<file path="src/sv/assert_macros.svh">
// ---------------------------------------------------------------------------
// Assertion macros
// Shared concurrent assertion wrappers for the stopwatch timer pool.
// ---------------------------------------------------------------------------
`ifndef ASSERT_MACROS_SVH
`define ASSERT_MACROS_SVH

`ifndef NO_ASSERTIONS

// The property must hold at every clock edge outside reset.
`define STP_ASSERT(lbl, clk, rst, prop) \
  lbl: assert property (@(posedge clk) disable iff (rst) (prop)) \
    else $error("assertion failed");

// The expression must never be true outside reset.
`define STP_ASSERT_NEVER(lbl, clk, rst, expr) \
  lbl: assert property (@(posedge clk) disable iff (rst) !(expr)) \
    else $error("forbidden condition seen");

`else

`define STP_ASSERT(lbl, clk, rst, prop)
`define STP_ASSERT_NEVER(lbl, clk, rst, expr)

`endif

`endif

</file>
<file path="src/sv/stp_pkg.sv">
`timescale 1ns / 1ps
// ---------------------------------------------------------------------------
// Stopwatch timer pool package
// Sizes, command and status codes, and controller/datapath control types.
// ---------------------------------------------------------------------------
package stp_pkg;

  localparam int SLOTS = 16;
  localparam int SLOT_W = (SLOTS > 1) ? $clog2(SLOTS) : 1;

  localparam int CMD_W = 3;
  localparam int ID_W = 8;
  localparam int STATUS_W = 2;
  localparam int SLOT_FIELD_W = 4;
  localparam int VALUE_W = 64;

  localparam logic [CMD_W-1:0] CMD_TICK = 3'd0;
  localparam logic [CMD_W-1:0] CMD_OPEN = 3'd1;
  localparam logic [CMD_W-1:0] CMD_QUERY = 3'd2;
  localparam logic [CMD_W-1:0] CMD_RESTART = 3'd3;
  localparam logic [CMD_W-1:0] CMD_CLOSE = 3'd4;
  localparam logic [CMD_W-1:0] CMD_READ = 3'd5;

  localparam logic [STATUS_W-1:0] ST_OK = 2'd0;
  localparam logic [STATUS_W-1:0] ST_FULL = 2'd1;
  localparam logic [STATUS_W-1:0] ST_BADID = 2'd2;

  typedef struct packed {
    logic load;
    logic exec;
  } ctrl_cmd_t;

  typedef struct packed {
    logic out_full;
  } dp_stat_t;

endpackage

</file>
<file path="src/sv/stp_datapath.sv">
`timescale 1ns / 1ps
// ---------------------------------------------------------------------------
// Stopwatch timer pool datapath
// Millisecond counter, slot flags and checkpoints, free-slot encoder,
// elapsed-time subtractor and the response register.
// ---------------------------------------------------------------------------
`include "assert_macros.svh"

module stp_datapath
  import stp_pkg::*;
(
  input  logic                    clk,
  input  logic                    rst,
  input  ctrl_cmd_t               cmd,
  input  logic [CMD_W-1:0]        req_command,
  input  logic [ID_W-1:0]         req_timer_id,
  input  logic                    rsp_ready,
  output dp_stat_t                stat,
  output logic                    rsp_valid,
  output logic [STATUS_W-1:0]     rsp_status,
  output logic [SLOT_FIELD_W-1:0] rsp_slot,
  output logic [VALUE_W-1:0]      rsp_value
);

  logic [VALUE_W-1:0] millis;
  logic [SLOTS-1:0] slot_active;
  logic [VALUE_W-1:0] checkpoint [SLOTS];

  logic [CMD_W-1:0] cmd_q;
  logic [ID_W-1:0] id_q;

  logic id_ok;
  logic [SLOT_W-1:0] idx;
  logic free_found;
  logic [SLOT_W-1:0] free_idx;
  logic [VALUE_W-1:0] elapsed;

  logic [STATUS_W-1:0] res_status;
  logic [SLOT_FIELD_W-1:0] res_slot;
  logic [VALUE_W-1:0] res_value;

  assign id_ok = (id_q < ID_W'(SLOTS));
  assign idx = id_q[SLOT_W-1:0];
  assign elapsed = millis - checkpoint[idx];
  assign stat.out_full = rsp_valid;

  always_comb begin
    free_found = 1'b0;
    free_idx = '0;
    for (int k = SLOTS - 1; k >= 0; k--) begin
      if (!slot_active[k]) begin
        free_found = 1'b1;
        free_idx = SLOT_W'(k);
      end
    end
  end

  always_comb begin
    res_status = ST_OK;
    res_slot = '0;
    res_value = '0;
    unique case (cmd_q)
      CMD_OPEN: begin
        if (free_found) begin
          res_slot = SLOT_FIELD_W'(free_idx);
        end else begin
          res_status = ST_FULL;
        end
      end
      CMD_QUERY: begin
        if (id_ok && slot_active[idx]) begin
          res_value = elapsed;
        end else begin
          res_status = ST_BADID;
        end
      end
      CMD_READ: res_value = millis;
      default: res_status = ST_OK;
    endcase
  end

  always_ff @(posedge clk) begin
    if (rst) begin
      millis <= '0;
      slot_active <= '0;
      rsp_valid <= 1'b0;
    end else begin
      if (cmd.exec) begin
        rsp_valid <= 1'b1;
        unique case (cmd_q)
          CMD_TICK: millis <= millis + VALUE_W'(1);
          CMD_OPEN: begin
            if (free_found) begin
              slot_active[free_idx] <= 1'b1;
            end
          end
          CMD_CLOSE: begin
            if (id_ok) begin
              slot_active[idx] <= 1'b0;
            end
          end
          default: millis <= millis;
        endcase
      end else if (rsp_ready) begin
        rsp_valid <= 1'b0;
      end
    end
  end

  always_ff @(posedge clk) begin
    if (cmd.load) begin
      cmd_q <= req_command;
      id_q <= req_timer_id;
    end
    if (cmd.exec) begin
      rsp_status <= res_status;
      rsp_slot <= res_slot;
      rsp_value <= res_value;
      unique case (cmd_q)
        CMD_OPEN: begin
          if (free_found) begin
            checkpoint[free_idx] <= millis;
          end
        end
        CMD_RESTART: begin
          if (id_ok) begin
            checkpoint[idx] <= millis;
          end
        end
        CMD_CLOSE: begin
          if (id_ok) begin
            checkpoint[idx] <= '0;
          end
        end
        default: begin
        end
      endcase
    end
  end

  `STP_ASSERT(a_open_full, clk, rst,
    (cmd.exec && (cmd_q == CMD_OPEN) && (&slot_active)) |=> (rsp_status == ST_FULL))

endmodule

</file>
<file path="config.mk">
export PLATFORM = sky130hd
export DESIGN_NAME = stp_datapath
export DESIGN_NICKNAME = d
export VERILOG_FILES = /design/src/sv/stp_pkg.sv /design/src/sv/stp_datapath.sv
export VERILOG_INCLUDE_DIRS = /design/src /design/src/sv
export SDC_FILE = /design/constraint.sdc
export NUM_CORES = 1
export LEC_CHECK = 0
export BUFFER_PORTS_ARGS = -buffer_cell sky130_fd_sc_hd__buf_2
export CELL_PAD_IN_SITES_DETAIL_PLACEMENT = 1
export CELL_PAD_IN_SITES_GLOBAL_PLACEMENT = 1
export CORE_ASPECT_RATIO = 1.1
export CORE_MARGIN = 2
export CORE_UTILIZATION = 55
export CTS_BUF_LIST = sky130_fd_sc_hd__clkbuf_16
export DETAILED_ROUTE_END_ITERATION = 10
export PLACE_DENSITY_LB_ADDON = 0.1
export SKIP_LAST_GASP = 1
export SYNTH_ARGS = -nofsm -noshare
export SYNTH_HDL_FRONTEND = slang
export SYNTH_SLANG_ARGS = --single-unit
</file>
<file path="constraint.sdc">
create_clock -name clk -period 7.5 [get_ports clk]
set_input_delay 0.375 -clock clk [delete_from_list [all_inputs] [get_ports clk]]
set_output_delay 0.375 -clock clk [all_outputs]
set_load 0.1 [all_outputs]
</file>
==> reports/results.env <==
RUN_STATUS='finished clean'
FINALSETUPVIOLCOUNT=0
SHARE_OF_THE_CORE_FILLED_WITH_CELLS_PCT=62.3
WORST-ENDPOINT-REQUIRED_PS=7970
POWER.DENSITY_CELL_AREA_mW_PER_MM2=254
CTS_TREE='done'
GLOBALROUTEOVERFLOWTOTAL=0
FIRST_PASS_ITERS=5
PLACE.GP.CONGESTION=0.871
STDCELL_COUNT=4190
DIE_WD_UM=291
DRIVE_GT1_SHARE_PCT=22.0
FIN_TOTAL_PWR_mW=14.2
POSTCTSSETUPBUFFERS=0
LAYOUT_SETUP_WS_PS=1110
SYNTH.LIB_CELLS_USED.DISTINCT=72
TIMING.SLEW.HEADROOM_PCT=22.8
CTS_MAX_LEVEL=3
REMAINING_ROUTING_DRC_VIOLATIONS=0
TIMING.FINAL.HOLD_VIOLATIONS=0
CLK_LATENCY_PS=700
FLOP2FLOP_SETUP_SLACK_PS=1110
ROUTE.DETAILED.VIAS_PER_INST=6.48
DRT_ITER0_MARKERS=2836
DP.CELLS=3968
GRT_PASS1_VIAS=28500
FIN_SKEW_PS=28.7
POST-PLACE-WS_PS=1310
FMAX_MHz=156
INITIAL_UTILIZATION_PCT=55.6
CLK_ROOT_BUFFER_CELL='sky130_fd_sc_hd__clkbuf_16'
SYN-CELL-AREA_MM2=0.0498
CRITPATHCAPTURETYPE='register'
POSTROUTEWIRELENGTH_MM=132
FP-ROW-COUNT=115
FLOORPLAN.DIE.HEIGHT_UM=319
SYN2LAYOUT_AREA_GROWTH_PCT=12.1
ROUTED-VIA-COUNT=27200
FINAL_CELL_MIX='1,105 x sky130_fd_sc_hd__edfxtp_1, 325 x sky130_fd_sc_hd__mux4_2, 161 x sky130_fd_sc_hd__nand2_1'
CRIT_PATH_START_KIND='register'
BUFFER_PORTS.INSERTED=87
POSTSYNTH.TOPFLOPCELL='sky130_fd_sc_hd__edfxtp_1'
FLOORPLAN_CORE_AREA_MM2=0.0895
SYN_AVG_CELL_AREA_UM2=17.8
SYNTHESIS.NETS=2892
ASR_FLOP_RATIO_SYNTH_PCT=0
CLKSLEWWORSTSETUPHOLDPATHS_PS=70
MIN-DELAY-PATH-CLASS='in -> reg'
SYNTH_WARNINGS=0
FINALMAXSLEWVIOLATIONS=0
WORST-SETUP-PATH-TYPE='reg -> reg'
DATA_ARRIVAL_CRITICAL_PATH_PS=6860
SETUP-TNS-FINAL_PS=0
GLOBALROUTETOTALUTIL_PCT=28.9
ROUTE.ANTENNA.REMAINING_NETS=0
HOLD_PATH_DEPTH=1
NUMBER_OF_FLIP_FLOPS_AND_LATCHES_IN_THE_SYNTHESIZED_NETLIST=1190
POWER.STATIC_LEAKAGE_nW=20.0
PLACE_HPWL_MM=75.5
DESIGN.FINAL.NETS=3018
FILL_CELLS=7654
FINALWORSTPATHREQUIREDPERIOD_PS=6390
DETAIL_ROUTE.WL_PER_CELL_UM=31.4
RR_ENDPOINT='rsp_value[57]'
FINAL_COMMON_CELL='sky130_fd_sc_hd__edfxtp_1'
MIN_DELAY_WORST_ENDPOINT='id_q[4]'
WORST-R2R-CELL-COUNT=17
CLOCK_PATH_BUFFERS=3
GRT_FIRST_PASS_WIRELENGTH_MM=195
GRT_SETUP_UNREPAIRED='no'
TRITONCTS_NUM_SINKS=1190
MAX_SLEW.WORST_PIN.SLEW_PS=1160
SYNTH.YOSYS.SEQ_AREA_SHARE_PCT=70.1
WORSTHOLDSTART='cmd[1]'
LARGEST_NET_DEGREE_AT_THE_START_OF_GLOBAL_ROUTING=87
DIEAREA_MM2=0.0929
ANTENNA_CELLS_INSERTED=0
PIN_COUNT=88
CP_MAX_FO=86
VDD_IR_DROP_MAX_mV=0.234
SYN_INST=2800
SYNTH_EDF_COUNT=1105
NUMBER_OF_CTS_INSERTED_BUFFERS=114
GRT_ANTENNA_BEFORE_REPAIR=1
DRV.MAX_CAP_VIOLATION_COUNT=0
MIN_PERIOD_OVER_PERIOD_PCT=85.3
per-stage QoR:
step	cell area [um2]	hold slack [ps]
after global routing	55800	134
after global placement	51800	481
after detailed placement	51800	509
after CTS	55800	107
after floorplan	49800	474
final	55800	131
synthesized netlist by cell type (6+ instances only):
| master | number | share of area (%) |
|---|---|---|
| sky130_fd_sc_hd__edfxtp_1 | 1105 | 67 |
| sky130_fd_sc_hd__mux4_2 | 325 | 15 |
| sky130_fd_sc_hd__nand2_1 | 161 | 1.2 |
| sky130_fd_sc_hd__a21oi_1 | 112 | 1.1 |
| sky130_fd_sc_hd__o21ai_0 | 112 | 1.1 |
| sky130_fd_sc_hd__nor2_1 | 111 | 0.84 |
| sky130_fd_sc_hd__clkbuf_1 | 101 | 0.76 |
| sky130_fd_sc_hd__inv_1 | 95 | 0.72 |
| sky130_fd_sc_hd__dfxtp_1 | 85 | 3.4 |
| sky130_fd_sc_hd__ha_1 | 75 | 1.9 |
| sky130_fd_sc_hd__and2_1 | 68 | 0.86 |
| sky130_fd_sc_hd__xor2_1 | 66 | 1.2 |
| sky130_fd_sc_hd__xnor2_1 | 42 | 0.74 |
| sky130_fd_sc_hd__nand4_1 | 38 | 0.48 |
| sky130_fd_sc_hd__nand3_1 | 36 | 0.36 |
| sky130_fd_sc_hd__a21o_1 | 29 | 0.44 |
| sky130_fd_sc_hd__buf_1 | 25 | 0.19 |
| sky130_fd_sc_hd__nor3_1 | 20 | 0.20 |
| sky130_fd_sc_hd__and3_1 | 18 | 0.23 |
| sky130_fd_sc_hd__or3_1 | 18 | 0.23 |
| sky130_fd_sc_hd__o21bai_1 | 15 | 0.23 |
| sky130_fd_sc_hd__nor2b_1 | 12 | 0.15 |
| sky130_fd_sc_hd__a31oi_1 | 11 | 0.14 |
| sky130_fd_sc_hd__a21boi_0 | 8 | 0.12 |
| sky130_fd_sc_hd__a22o_1 | 8 | 0.14 |
| sky130_fd_sc_hd__o21ai_1 | 8 | 0.080 |
| sky130_fd_sc_hd__a211oi_1 | 7 | 0.11 |
| sky130_fd_sc_hd__and4_1 | 7 | 0.12 |
| sky130_fd_sc_hd__nor4_1 | 6 | 0.075 |
logic make-up after synthesis:
family,synth area share [%]
buffers and inverters,1.73
adders and majority gates,1.93
and+or+nand+nor,5.31
AOI/OAI and AO/OA,4.14
muxes,14.9
xor gates and xnor gates,1.90
DFF,70.1
sequential cells by signal, indices dropped and copies added, names as in the netlist, named ones only:
name         count
rsp_slot         4
slot_active     16
checkpoint    1024
rsp_valid        1
cmd_q            3
millis          64
id_q             8
rsp_status       2
rsp_value       64
area by class of cell:
class / count / area (um2) / area share [%]
clock buffers: 116 / 2900 / 5.21
clock inverters: 94 / 903 / 1.62
inverters: 96 / 360 / 0.646
multi-input cells: 1384 / 14100 / 25.3
flip-flops and latches: 1190 / 34900 / 62.6
well taps: 1170 / 1460 / 2.62
repair buffers: 140 / 1110 / 1.98
timing repair:
action,in CTS,in global routing
resized for setup,0,0
hold buffers,12,0
hold endpoints to repair,16,0
worst max path at each step:
stage	from	endpoint	slack, ps	cells after the start
4_1_cts	register	rsp_value[47]	1240	15
3_3_place_gp	register	rsp_value[57]	1310	17
3_5_place_dp	register	rsp_value[47]	1310	15
2_1_floorplan	register	rsp_value[44]	1780	19
6_report	register	rsp_value[57]	1110	17
5_1_grt	register	rsp_value[47]	750	15
worst max-delay path, stage by stage, from the launching register on:
cell and delay, ps:
sky130_fd_sc_hd__dfxtp_4 780, sky130_fd_sc_hd__buf_12 480, sky130_fd_sc_hd__buf_4 720, sky130_fd_sc_hd__mux4_2 410
sky130_fd_sc_hd__mux4_2 490, sky130_fd_sc_hd__inv_1 80, sky130_fd_sc_hd__ha_1 320, sky130_fd_sc_hd__a21oi_1 300
sky130_fd_sc_hd__o21ai_0 200, sky130_fd_sc_hd__a21o_1 210, sky130_fd_sc_hd__a21oi_1 160, sky130_fd_sc_hd__o211ai_1 100
sky130_fd_sc_hd__a21boi_0 170, sky130_fd_sc_hd__o21ai_1 200, sky130_fd_sc_hd__a21oi_1 540, sky130_fd_sc_hd__o21ai_0 230
sky130_fd_sc_hd__xnor2_1 160, sky130_fd_sc_hd__o21ai_0 340
layer usage:
metal / global-route usage [%] / share of wire, %
met5: 0 / 0
met4: 10.3 / 3.4
met3: 4.36 / 7.6
met2: 46.8 / 49
met1: 40.6 / 41
power by group:
| group | total, mW | internal, mW | leakage [nW] | switching, mW |
|---|---|---|---|---|
| combinational | 1.09 | 0.451 | 5.96 | 0.642 |
| clock | 5.87 | 3.41 | 1.93 | 2.46 |
| sequential | 7.23 | 7.18 | 12.1 | 0.0542 |
| total | 14.2 | 11.0 | 20.0 | 3.16 |
(Power assumes the default switching activity.)
